## config.mk

```make
export PLATFORM = sky130hd
export DESIGN_NAME = sorted_floor_request_queue
export DESIGN_NICKNAME = d
export VERILOG_FILES = /design/src/rtl/core/sfrq_pkg.sv /design/src/rtl/core/sfrq_ctrl.sv /design/src/rtl/core/sfrq_datapath.sv /design/src/rtl/core/sorted_floor_request_queue.sv
export SDC_FILE = /design/constraint.sdc
export NUM_CORES = 1
export LEC_CHECK = 0
export ABC_CLOCK_PERIOD_IN_PS = 5300
export BUFFER_PORTS_ARGS = -buffer_cell sky130_fd_sc_hd__buf_2
export CORE_MARGIN = 2
export CORE_UTILIZATION = 62
export CTS_BUF_LIST = sky130_fd_sc_hd__clkbuf_8 sky130_fd_sc_hd__clkbuf_16
export CTS_CLUSTER_SIZE = 40
export DETAILED_ROUTE_END_ITERATION = 10
export HOLD_SLACK_MARGIN = 0.12
export PLACE_DENSITY = 0.78
export RECOVER_POWER = 25
export SYNTH_ARGS = -nofsm -noshare
export SYNTH_HDL_FRONTEND = slang
export SYNTH_SLANG_ARGS = --single-unit
export TNS_END_PERCENT = 50
```

## constraint.sdc

```tcl
create_clock -name clk -period 5.3 [get_ports clk]
set_input_delay 0 -clock clk [delete_from_list [all_inputs] [get_ports clk]]
set_output_delay 0 -clock clk [all_outputs]
set_load 0.005 [all_outputs]
```

## src/rtl/core/sfrq_pkg.sv

```systemverilog
// types, codes and constants shared by the sorted floor request queue
`timescale 1ns / 1ps
`default_nettype none

package sfrq_pkg;

    // one held request: floor key and two companion words
    typedef struct packed {
        logic [7:0]        floor_num;
        logic signed [8:0] info_a;
        logic signed [8:0] info_b;
    } entry_t;

    // operation codes carried in the input tuser
    localparam logic [1:0] OP_INSERT = 2'd0;
    localparam logic [1:0] OP_REMOVE = 2'd1;
    localparam logic [1:0] OP_CLEAR  = 2'd2;

    // what an empty queue reports for front and back
    localparam entry_t ENTRY_EMPTY = '{floor_num: 8'd0, info_a: -9'sd1, info_b: -9'sd1};

    // stream and register port widths
    localparam int IN_DATA_W  = 32;
    localparam int IN_USER_W  = 2;
    localparam int OUT_DATA_W = 64;
    localparam int APB_ADDR_W = 3;
    localparam int APB_DATA_W = 32;

    // register map
    localparam logic [APB_ADDR_W-1:0] ADDR_ORDER = 3'd0;

    // controller states
    typedef enum logic [3:0] {
        ST_IDLE    = 4'b0001,
        ST_COMPARE = 4'b0010,
        ST_UPDATE  = 4'b0100,
        ST_RESULT  = 4'b1000
    } state_t;

    // commands from the controller to the datapath
    typedef struct packed {
        logic capture;
        logic compare;
        logic update;
        logic load_out;
    } cmd_t;

endpackage

`default_nettype wire

```

## src/rtl/core/sfrq_ctrl.sv

```systemverilog
// controller state machine: stream handshakes and datapath sequencing
`timescale 1ns / 1ps
`default_nettype none

module sfrq_ctrl (
    input  wire logic        clk,
    input  wire logic        rst_n,
    input  wire logic        s_tvalid,
    output logic             s_tready,
    output logic             m_tvalid,
    input  wire logic        m_tready,
    output sfrq_pkg::cmd_t   cmd
);
    import sfrq_pkg::*;

    state_t state_reg;
    state_t state_next;
    logic   out_valid_reg;
    logic   out_valid_next;

    // handshakes and commands
    always_comb
    begin
        s_tready     = (state_reg == ST_IDLE);
        m_tvalid     = out_valid_reg;
        cmd.capture  = (state_reg == ST_IDLE) && s_tvalid;
        cmd.compare  = (state_reg == ST_COMPARE);
        cmd.update   = (state_reg == ST_UPDATE);
        cmd.load_out = (state_reg == ST_RESULT) && (!out_valid_reg || m_tready);
    end

    // next state
    always_comb
    begin
        state_next = state_reg;
        unique case (state_reg)
            ST_IDLE:
            begin
                if (s_tvalid)
                begin
                    state_next = ST_COMPARE;
                end
            end
            ST_COMPARE:
            begin
                state_next = ST_UPDATE;
            end
            ST_UPDATE:
            begin
                state_next = ST_RESULT;
            end
            ST_RESULT:
            begin
                if (cmd.load_out)
                begin
                    state_next = ST_IDLE;
                end
            end
            default:
            begin
                state_next = ST_IDLE;
            end
        endcase
    end

    // output transaction holds until taken
    always_comb
    begin
        out_valid_next = out_valid_reg;
        if (cmd.load_out)
        begin
            out_valid_next = 1'b1;
        end
        else if (m_tready)
        begin
            out_valid_next = 1'b0;
        end
    end

    always_ff @(posedge clk or negedge rst_n)
    begin
        if (!rst_n)
        begin
            state_reg     <= ST_IDLE;
            out_valid_reg <= 1'b0;
        end
        else
        begin
            state_reg     <= state_next;
            out_valid_reg <= out_valid_next;
        end
    end

endmodule

`default_nettype wire

```

## src/rtl/core/sfrq_datapath.sv

```systemverilog
// datapath: row of compare-and-shift cells, count, back entry and result register
`timescale 1ns / 1ps
`default_nettype none

module sfrq_datapath #(
    parameter int CAPACITY = 16
) (
    input  wire logic                            clk,
    input  wire logic                            rst_n,
    input  wire sfrq_pkg::cmd_t                  cmd,
    input  wire logic                            descending,
    // s_tdata: floor_key[7:0], info_a[16:8], info_b[25:17], zero fill
    input  wire logic [sfrq_pkg::IN_DATA_W-1:0]  s_tdata,
    // s_tuser: operation[1:0]
    input  wire logic [sfrq_pkg::IN_USER_W-1:0]  s_tuser,
    // m_tdata: entry_count[4:0], is_empty[5], front_floor[13:6], front_info_a[22:14],
    // front_info_b[31:23], back_floor[39:32], back_info_a[48:40], back_info_b[57:49],
    // accepted[58], dropped_full[59], zero fill
    output logic [sfrq_pkg::OUT_DATA_W-1:0]      m_tdata
);
    import sfrq_pkg::*;

    localparam int CW = $clog2(CAPACITY + 1);

    logic [1:0]              op_reg;
    entry_t                  item_reg;
    entry_t                  cell_reg [CAPACITY];
    entry_t                  cell_next [CAPACITY];
    entry_t                  back_reg;
    entry_t                  back_next;
    logic [CW-1:0]           count_reg;
    logic [CW-1:0]           count_next;
    logic [CAPACITY-1:0]     before_reg;
    logic [CAPACITY-1:0]     before_next;
    logic [CAPACITY-1:0]     match_reg;
    logic [CAPACITY-1:0]     match_next;
    logic                    acc_reg;
    logic                    drop_reg;
    logic [OUT_DATA_W-1:0]   m_tdata_reg;

    logic                    any_before;
    logic                    is_dup;
    logic                    is_full;
    logic                    do_insert;
    logic                    is_empty;
    entry_t                  front_ent;
    entry_t                  back_ent;
    logic [CW+4:0]           count_ext;

    // capture of the incoming transaction
    always_ff @(posedge clk)
    begin
        if (cmd.capture)
        begin
            op_reg             <= s_tuser[1:0];
            item_reg.floor_num <= s_tdata[7:0];
            item_reg.info_a    <= s_tdata[16:8];
            item_reg.info_b    <= s_tdata[25:17];
        end
    end

    // per-cell compare against the new key, only held cells count
    always_comb
    begin
        for (int i = 0; i < CAPACITY; i++)
        begin
            if (CW'(i) < count_reg)
            begin
                match_next[i]  = (cell_reg[i].floor_num == item_reg.floor_num);
                before_next[i] = descending ? (item_reg.floor_num > cell_reg[i].floor_num)
                                            : (item_reg.floor_num < cell_reg[i].floor_num);
            end
            else
            begin
                match_next[i]  = 1'b0;
                before_next[i] = 1'b0;
            end
        end
    end

    always_ff @(posedge clk)
    begin
        if (cmd.compare)
        begin
            before_reg <= before_next;
            match_reg  <= match_next;
        end
    end

    // insert decision
    assign any_before = |before_reg;
    assign is_dup     = |match_reg;
    assign is_full    = (count_reg == CW'(CAPACITY));
    assign do_insert  = (op_reg == OP_INSERT) && !is_dup && !is_full;

    // cell update: shift toward the back behind the insert slot, or toward the front on remove
    for (genvar g = 0; g < CAPACITY; g++)
    begin : g_cell
        logic [CAPACITY-1:0] lower_mask;
        logic                behind_slot;
        entry_t              from_prev;
        entry_t              from_next;

        assign lower_mask  = ~({CAPACITY{1'b1}} << g);
        assign behind_slot = |(before_reg & lower_mask);

        if (g == 0)
        begin : g_first
            assign from_prev = cell_reg[0];
        end
        else
        begin : g_rest
            assign from_prev = cell_reg[g-1];
        end

        if (g == CAPACITY - 1)
        begin : g_last
            assign from_next = cell_reg[g];
        end
        else
        begin : g_inner
            assign from_next = cell_reg[g+1];
        end

        always_comb
        begin
            cell_next[g] = cell_reg[g];
            if (do_insert)
            begin
                if (behind_slot)
                begin
                    cell_next[g] = from_prev;
                end
                else if (before_reg[g] || (!any_before && (CW'(g) == count_reg)))
                begin
                    cell_next[g] = item_reg;
                end
            end
            else if ((op_reg == OP_REMOVE) && (count_reg != '0))
            begin
                cell_next[g] = from_next;
            end
        end

        always_ff @(posedge clk)
        begin
            if (cmd.update)
            begin
                cell_reg[g] <= cell_next[g];
            end
        end
    end

    // count and back entry
    always_comb
    begin
        count_next = count_reg;
        back_next  = back_reg;
        case (op_reg)
            OP_INSERT:
            begin
                if (do_insert)
                begin
                    count_next = count_reg + 1'b1;
                    if (!any_before)
                    begin
                        back_next = item_reg;
                    end
                end
            end
            OP_REMOVE:
            begin
                if (count_reg != '0)
                begin
                    count_next = count_reg - 1'b1;
                end
            end
            OP_CLEAR:
            begin
                count_next = '0;
            end
            default:
            begin
                count_next = count_reg;
            end
        endcase
    end

    always_ff @(posedge clk or negedge rst_n)
    begin
        if (!rst_n)
        begin
            count_reg <= '0;
        end
        else if (cmd.update)
        begin
            count_reg <= count_next;
        end
    end

    always_ff @(posedge clk)
    begin
        if (cmd.update)
        begin
            back_reg <= back_next;
            acc_reg  <= do_insert;
            drop_reg <= (op_reg == OP_INSERT) && !is_dup && is_full;
        end
    end

    // result register
    assign is_empty  = (count_reg == '0);
    assign front_ent = is_empty ? ENTRY_EMPTY : cell_reg[0];
    assign back_ent  = is_empty ? ENTRY_EMPTY : back_reg;
    assign count_ext = {5'b00000, count_reg};

    always_ff @(posedge clk)
    begin
        if (cmd.load_out)
        begin
            m_tdata_reg <= {4'b0000, drop_reg, acc_reg,
                            back_ent.info_b, back_ent.info_a, back_ent.floor_num,
                            front_ent.info_b, front_ent.info_a, front_ent.floor_num,
                            is_empty, count_ext[4:0]};
        end
    end

    assign m_tdata = m_tdata_reg;

endmodule

`default_nettype wire

```

## src/rtl/core/sorted_floor_request_queue.sv

```systemverilog
// Sorted floor request queue, top level.
// Keeps up to CAPACITY floor requests sorted by floor, ascending or descending,
// with a floor already held never added twice.
// Input stream: s_tuser carries the operation (insert, remove front, clear all),
// s_tdata the floor key and the two info words. Every input transaction gives
// exactly one output transaction on m_tdata: count, empty flag, front and back
// entries (floor 0, info -1, -1 when empty), accepted and dropped-full flags.
// The result is registered after the input is taken, through the compare,
// update and result steps; a new item is taken only after the result step, as
// the capture, compare, update and result steps of the controller share the cell row.
// The result register parts the two sides: a new item is taken while the
// previous result waits; if the receiver stalls, the next result waits in the
// result step and input is held off until the output register frees.
// Reset clears the count and the order register (ascending); held entries need
// no clearing. The order register sits at byte address 0 of the APB port; it is
// to be written only while the queue is idle, which the block does not enforce.
`timescale 1ns / 1ps
`default_nettype none

module sorted_floor_request_queue #(
    parameter int CAPACITY = 16
) (
    input  wire logic                             clk,
    input  wire logic                             rst_n,
    // s_tdata: floor_key[7:0], info_a[16:8], info_b[25:17], zero fill
    input  wire logic                             s_tvalid,
    output logic                                  s_tready,
    input  wire logic [sfrq_pkg::IN_DATA_W-1:0]   s_tdata,
    // s_tuser: operation[1:0]
    input  wire logic [sfrq_pkg::IN_USER_W-1:0]   s_tuser,
    // m_tdata: entry_count[4:0], is_empty[5], front_floor[13:6], front_info_a[22:14],
    // front_info_b[31:23], back_floor[39:32], back_info_a[48:40], back_info_b[57:49],
    // accepted[58], dropped_full[59], zero fill
    output logic                                  m_tvalid,
    input  wire logic                             m_tready,
    output logic [sfrq_pkg::OUT_DATA_W-1:0]       m_tdata,
    input  wire logic                             psel,
    input  wire logic                             penable,
    input  wire logic                             pwrite,
    input  wire logic [sfrq_pkg::APB_ADDR_W-1:0]  paddr,
    input  wire logic [sfrq_pkg::APB_DATA_W-1:0]  pwdata,
    output logic [sfrq_pkg::APB_DATA_W-1:0]       prdata,
    output logic                                  pready
);
    import sfrq_pkg::*;

    cmd_t cmd;
    logic order_reg;
    logic cfg_write;

    // register port
    assign pready    = 1'b1;
    assign cfg_write = psel && penable && pwrite && pready;

    always_ff @(posedge clk or negedge rst_n)
    begin
        if (!rst_n)
        begin
            order_reg <= 1'b0;
        end
        else if (cfg_write && (paddr == ADDR_ORDER))
        begin
            order_reg <= pwdata[0];
        end
    end

    always_comb
    begin
        prdata = '0;
        if (paddr == ADDR_ORDER)
        begin
            prdata[0] = order_reg;
        end
    end

    // controller
    sfrq_ctrl u_ctrl (
        .clk      (clk),
        .rst_n    (rst_n),
        .s_tvalid (s_tvalid),
        .s_tready (s_tready),
        .m_tvalid (m_tvalid),
        .m_tready (m_tready),
        .cmd      (cmd)
    );

    // datapath
    sfrq_datapath #(
        .CAPACITY (CAPACITY)
    ) u_datapath (
        .clk        (clk),
        .rst_n      (rst_n),
        .cmd        (cmd),
        .descending (order_reg),
        .s_tdata    (s_tdata),
        .s_tuser    (s_tuser),
        .m_tdata    (m_tdata)
    );

    // an accepted transaction keeps the input closed while it is worked on
    a_busy_after_accept: assert property (@(posedge clk) disable iff (!rst_n)
        (s_tvalid && s_tready) |=> !s_tready)
        else $error("input taken again while an item is in progress");

    // a loaded result is presented on the next cycle
    a_load_shows: assert property (@(posedge clk) disable iff (!rst_n)
        cmd.load_out |=> m_tvalid)
        else $error("result loaded but not presented");

    // an insert is never both taken and dropped
    a_flags_exclusive: assert property (@(posedge clk) disable iff (!rst_n)
        m_tvalid |-> !(m_tdata[58] && m_tdata[59]))
        else $error("accepted and dropped_full both set");

endmodule

`default_nettype wire
```

==> results.toml, run 1 <==
[synth]
synth-edff-count = 564
synth_cells = 2677
yosys_register_bits = 575
async_reset_ff_frac = 0.0191
ys.flop_type = "edfxtp_1"
avgSynthCellArea_sq_um = 11.4
seq_area_frac_synth = 0.563
synth-warning-count = 0
synth_cell_type_count = 68
syn_area_sq_mm = 0.0306

[timing]
setup_viol = 0
period_needed_ns = 4.01
fmax_ghz = 0.249
period_share = 0.757
setup-tns-final_ns = 0
slew_headroom = -1.10
hold_violations = 0
slew_violations = 194
worst_slew_pin_slew_ns = 3.16
rsz0062_at_grt = "no"
hold_slack_ns = 0.162
finClkSkew_ns = 0.0243

[min_path]
hold_class = "input port to flip-flop"
hp-start = "s_tvalid"

[clocking]
numCtsBuffers = 57
clkLatencyLatePin_ns = 0.64
cts_tree = "done"
clk_pin_slew_ns = 0.06
ctsResizeCount = 0
clock_sinks = 575
clk_path_buf_depth = 3
root_buffer = "clkbuf_16"
cts-htree-levels = 2

[floorplan]
core.rowCount = 81
initial_utilization = 0.626
ioPinCount = 175
die_area_sq_mm = 0.0511
fp.dieW_um = 226
core_region_area_sq_mm = 0.0488
dieHeight_um = 226

[power_and_ir_drop]
finalPower_mw = 11.1
powerDensity_mw_per_mm2 = 325
p_leak_nw = 14.4
ir_drop_v = 0.000290

[route]
dr.pass1.iters = 5
drt_iter0_drc = 2122
dr_total_vias = 21000
via_per_inst = 6.04
wl_per_cell_um = 20.2
drt-total-wl_mm = 70.3
ant_nets = 0
drc = 0

[setup_path]
critPathKind = "flip-flop to flip-flop"
r2r-start = "u_datapath.count_reg[1]$_DFFE_PN0P_"
worstPathArrival_ns = 4.25
worstPathRequired_ns = 5.54
crit_fanout = 29
cp-start-kind = "flip-flop"
critPathCaptureType = "flip-flop"
cp-startpoint = "u_datapath.count_reg[1]$_DFFE_PN0P_"

[cells_and_area]
largest_register_ffs = 416
register_area_sq_mm = 0.0172
fin_nets = 2975
fillCellCount = 3477
final_cells = 3476
multi_input_area_sq_mm = 0.0121
area_delta_synth_final_pct = 11.2
n_antenna_cell = 0
drive_above_1_share = 0.105

[grt]
antenna_found_initial = 0
grt_pass1_vias = 20600
overflow = 0
grt_usage = 0.273
grt_max_degree = 218
grt_pass1_wl_mm = 111

[outcome]
violations = "capacitance limit, slew limit"
status = "finished, violations left"

[placement]
dp.cells = 3306
io_buffers = 101
gp_congestion = 0.873
dp_hpwl_mm = 45.2

[flow_run]
drv_cap = 7
[area by class of cell]
| class | instances | share of cell area |
|---|---|---|
| Clock inverter | 50 | 0.0159 |
| Timing Repair Buffer | 210 | 0.0425 |
| Clock buffer | 57 | 0.0420 |
| Sequential cell | 575 | 0.507 |
| Multi-Input combinational cell | 1797 | 0.355 |
| Tap cell | 664 | 0.0244 |
| Inverter | 123 | 0.0137 |
[layer usage]
metal  share of wire  up-vias  track usage
met5               0        -            0
met4           0.021        0       0.0726
met3           0.074      107       0.0406
met2            0.47      893        0.444
met1            0.43    10200        0.387
li1                -     9806            -
[cell families after synthesis]
family          count (synthesis)  share of synthesized area
simple gates                  685                      0.102
flops                         575                      0.563
compound gates                547                     0.0996
mux                           394                      0.130
buf+inv                       339                     0.0499
fa+ha+maj                     135                     0.0553
other cells                     2                   0.000246
[what timing repair did]
action | in CTS | in global routing
hold buffers | 63 | 0
buffers inserted | 0 | 0
hold endpoints to repair | 44 | 0
[power by group]
| group | internal [mW] | switching [mW] |
|---|---|---|
| combinational | 0.516 | 0.812 |
| sequential | 5.17 | 0.328 |
| clock | 2.45 | 1.77 |
| total | 8.14 | 2.91 |
[synthesized netlist by cell type, drive strengths merged (4+ instances only)]
| cell type | instances | share of area |
|---|---|---|
| nor2 | 54 | 0.0072 |
| a31oi | 9 | 0.0020 |
| buf | 116 | 0.022 |
| o211ai | 19 | 0.0047 |
| a21o | 36 | 0.0088 |
| ha | 135 | 0.055 |
| mux2 | 29 | 0.011 |
| and2 | 7 | 0.0014 |
| a21oi | 60 | 0.010 |
| o21ai | 386 | 0.064 |
| nand2 | 438 | 0.054 |
| o221ai | 4 | 0.0011 |
| nor4b | 4 | 0.0021 |
| clkbuf | 100 | 0.012 |
| or2 | 45 | 0.0092 |
| nand4 | 35 | 0.0072 |
| edfxtp | 564 | 0.55 |
| or3 | 10 | 0.0020 |
| mux2i | 365 | 0.12 |
| dfrtp | 10 | 0.0082 |
| a211oi | 11 | 0.0027 |
| nor2b | 35 | 0.0072 |
| nor3 | 23 | 0.0039 |
| and3 | 8 | 0.0016 |
| nor4 | 7 | 0.0016 |
| nand3 | 8 | 0.0015 |
| inv | 122 | 0.015 |
[path summary, 6_finish.rpt]
path	end	cells after the start	slack [ns]
setup reg to reg	u_datapath.cell_reg[13][6]$_DFFE_PP_	8	1.29
hold reg to reg	u_datapath.m_tdata[59]$_DFFE_PP_	0	0.42
setup / recovery	u_datapath.cell_reg[13][6]$_DFFE_PP_	8	1.29
hold / removal	u_ctrl.state_reg[1]$_DFFE_PN0P_	3	0.16
min in group asynchronous	u_datapath.count_reg[3]$_DFFE_PN0P_	3	0.51
max in group asynchronous	u_ctrl.m_tvalid$_DFFE_PN0P_	3	4.39
[critical path: stages, from the launching register on]
cell	delay, ns
dfrtp_1	0.59
inv_1	0.17
ha_1	0.32
nor3b_1	0.23
and2_1	0.24
or3_4	0.58
clkinv_4	0.25
o21ai_4	0.24
nor2_4	0.93
[cell usage in the layout (no fill, tap or decap), types with 28 or more instances in the layout]
master	count
ha_1	135
mux2i_1	365
clkbuf_1	46
or2_2	45
nand2_1	438
o21ai_0	382
inv_1	135
mux2_2	28
nor2b_1	34
conb_1	36
clkbuf_16	57
nand4_1	35
edfxtp_1	564
buf_2	61
a21oi_1	57
nor2_1	42
dlygate4sd3_1	63
buf_4	36
a21o_1	36
[stage by stage]
step | setup slack [ns] | util | instance area, sq um
4_1_cts | 1.38 | 0.698 | 34100
2_1_floorplan | 1.10 | - | 30700
3_5_place_dp | 1.38 | 0.644 | 31500
5_1_grt | 1.03 | 0.696 | 34000
6_report | 1.29 | 0.696 | 34000
3_3_place_gp | 1.55 | 0.644 | 31500
Note: power is estimated with default switching activity, not from simulation.
==> inputs of run 2 (changes only) <==
--- a/config.mk
+++ b/config.mk
@@ -5,15 +5,15 @@
 export SDC_FILE = /design/constraint.sdc
 export NUM_CORES = 1
 export LEC_CHECK = 0
-export ABC_CLOCK_PERIOD_IN_PS = 5300
+export ABC_CLOCK_PERIOD_IN_PS = 3280
 export BUFFER_PORTS_ARGS = -buffer_cell sky130_fd_sc_hd__buf_2
 export CORE_MARGIN = 2
-export CORE_UTILIZATION = 62
+export CORE_UTILIZATION = 56
 export CTS_BUF_LIST = sky130_fd_sc_hd__clkbuf_8 sky130_fd_sc_hd__clkbuf_16
 export CTS_CLUSTER_SIZE = 40
 export DETAILED_ROUTE_END_ITERATION = 10
 export HOLD_SLACK_MARGIN = 0.12
-export PLACE_DENSITY = 0.78
+export PLACE_DENSITY = 0.74
 export RECOVER_POWER = 25
 export SYNTH_ARGS = -nofsm -noshare
 export SYNTH_HDL_FRONTEND = slang
==> constraint.sdc (replaced) <==
create_clock -name clk -period 3.28 [get_ports clk]
set_input_delay 0 -clock clk [delete_from_list [all_inputs] [get_ports clk]]
set_output_delay 0 -clock clk [all_outputs]
set_load 0.005 [all_outputs]
==> run 2 against run 1 <==
Net effect: the run still ends with capacitance limit, slew limit left; critical path type unchanged; core utilization fell by 6.0 points; largest power group unchanged; total power rose by 58%; largest cell class unchanged; sequential power is 61% higher; critical path depth is 3 lower; clock-buffer cell count is 1 higher; clock power is 50% higher.
==> results.toml, run 2 (synthesized netlist as in run 1, its figures left out) <==
[outcome]
status = "finished, violations left"
violations = "capacitance limit, slew limit"

[placement]
dp.cells = 3368
dp_hpwl_mm = 46.5
io_buffers = 101
pre_cts_ws_ns = 0.0670
gp_congestion = 0.859

[setup_path]
cpLargestDelayFamily = "simple AND/OR/NAND/NOR gates"
reg2reg_slack_ns = 0.16
cp-start-kind = "flip-flop"
worst_path_max_delay_cell = "nor4b_1"
crit_buf_inv = 0
r2r_cells = 5
worstPathArrival_ns = 3.37
worstPathRequired_ns = 3.54
crit_fanout = 26
critPathKind = "flip-flop to flip-flop"
r2r-start = "u_datapath.before_reg[12]$_SDFFCE_PP0N_"
critPathCaptureType = "flip-flop"
path_cells = "or3_1 -> nor3_1 -> nor4b_1 -> a311oi_1 -> nor2_4"
cpPeakStageDelay_ns = 0.67
cp-startpoint = "u_datapath.before_reg[12]$_SDFFCE_PP0N_"
worstReg2RegEnd = "u_datapath.cell_reg[5][12]$_DFFE_PP_"

[floorplan]
core.rowCount = 85
core_region_area_sq_mm = 0.0539
dieHeight_um = 238
ioPinCount = 175
fp.dieW_um = 238
initial_utilization = 0.567
die_area_sq_mm = 0.0565

[cells_and_area]
area_delta_synth_final_pct = 12.1
drive_above_1_share = 0.114
final_cells = 3533
final_cell_mix = "edfxtp_1 (564), nand2_1 (438), o21ai_0 (382)"
largest_register_ffs = 416
n_antenna_cell = 0
final_common_cell = "edfxtp_1"
fin_nets = 3003

[grt]
overflow = 0
antenna_found_initial = 0
grt_max_degree = 214
grt_pass1_vias = 21000
grt_usage = 0.251
grt_pass1_wl_mm = 114

[power_and_ir_drop]
power.internal_mw = 12.8
swShare = 0.267
p_leak_nw = 14.5
p_sw_mw = 4.66
ir_drop_v = 0.000405
clkPwrFrac = 0.363
comb_power_share = 0.132
p_seq_frac = 0.505
powerDensity_mw_per_mm2 = 510

[timing]
worst_slack_ns = 0.165
setup_viol = 0
slew_headroom = -0.261
worst_slew_pin_slew_ns = 1.89
hold_violations = 0
rsz0062_at_grt = "no"
finClkSkew_ns = 0.0206
fmax_ghz = 0.321
slew_violations = 33
period_share = 0.950
period_needed_ns = 3.12
setup-tns-final_ns = 0

[clocking]
post_cts_buffers = 0
clkLatencyLatePin_ns = 0.63
clk_path_buf_depth = 3
clock_sinks = 575
cts-htree-levels = 2
clk_pin_slew_ns = 0.06
numCtsBuffers = 56
root_buffer = "clkbuf_16"
cts_tree = "done"

[min_path]
hp-start = "s_tvalid"
hold_end = "u_ctrl.state_reg[1]$_DFFE_PN0P_"
min_path_cells = 3
hold_class = "input port to flip-flop"

[route]
dr_total_vias = 21300
via_per_inst = 6.02
wl_per_cell_um = 20.3
drc = 0
drt_iter0_drc = 2375
drt-total-wl_mm = 71.6
dr.pass1.iters = 6
ant_nets = 0

[flow_run]
drv_cap = 1
-- run 2: cell count changes in the layout (fill, tap and decap cells not counted), moves of 2 or more --
cell,delta
clkinv_2,+2
clkbuf_2,+3
bufinv_16,-5
clkbuf_1,-3
buf_12,+17
buf_2,+11
inv_1,-3
buf_4,+2
clkinv_1,+3
-- run 2: metal layers --
layer  vias up  global-route usage  share of wire
li1       9868                   -              -
met1     10400               0.355           0.44
met2       891               0.400           0.46
met3       148              0.0362          0.071
met4         0              0.0839          0.029
met5         -                   0              0
-- run 2: area by class of cell --
cell class | instances | area, sq um
clock inverters | 45 | 372
flip-flops and latches | 575 | 17200
fillers | 4033 | 19600
clock buffers | 58 | 1440
repair buffers | 239 | 1850
inverters | 123 | 467
well taps | 696 | 871
multi-input cells | 1797 | 12100
-- run 2: worst max path at each step --
stage	end	cells past startpoint	slack (ns)
CTS	u_datapath.cell_reg[14][1]$_DFFE_PP_	8	0.07
global placement	u_datapath.cell_reg[14][15]$_DFFE_PP_	8	0.19
detailed placement	u_datapath.cell_reg[13][15]$_DFFE_PP_	8	0.07
global route	u_datapath.cell_reg[5][17]$_DFFE_PP_	8	0.03
floorplan	u_datapath.cell_reg[3][0]$_DFFE_PP_	11	-0.60
finish	u_datapath.cell_reg[5][12]$_DFFE_PP_	5	0.16
-- run 2: per-stage QoR --
stage	power (mW)	utilization	hold WS [ns]	area, sq um
detailed placement	11.2	0.593	-0.107	32000
global placement	11.1	0.593	-0.114	32000
CTS	17.6	0.638	0.133	34400
finish	17.5	0.636	0.155	34300
floorplan	10.3	-	-0.296	30700
global route	18.1	0.636	0.173	34300
-- run 2: power groups by stage --
stage | logic (mW) | registers, mW | clock network, mW
after detailed placement | 2.23 | 8.96 | 0
after floorplan | 1.56 | 8.75 | 0
final | 2.30 | 8.83 | 6.35
after global routing | 2.53 | 8.86 | 6.74
after global placement | 2.14 | 8.94 | 0
after CTS | 2.31 | 8.81 | 6.46
-- run 2: worst min-delay path: cells and delay by family --
family,cells,cell delay (ns)
AND/OR/NAND/NOR,1,0.11
buffers and inverters,2,0.64
-- run 2: what timing repair did --
item / CTS / global route
hold endpoints to repair: 62 / 0
setup endpoints to repair: 0 / 119
gates resized for setup: 0 / 1
hold buffers: 62 / 0
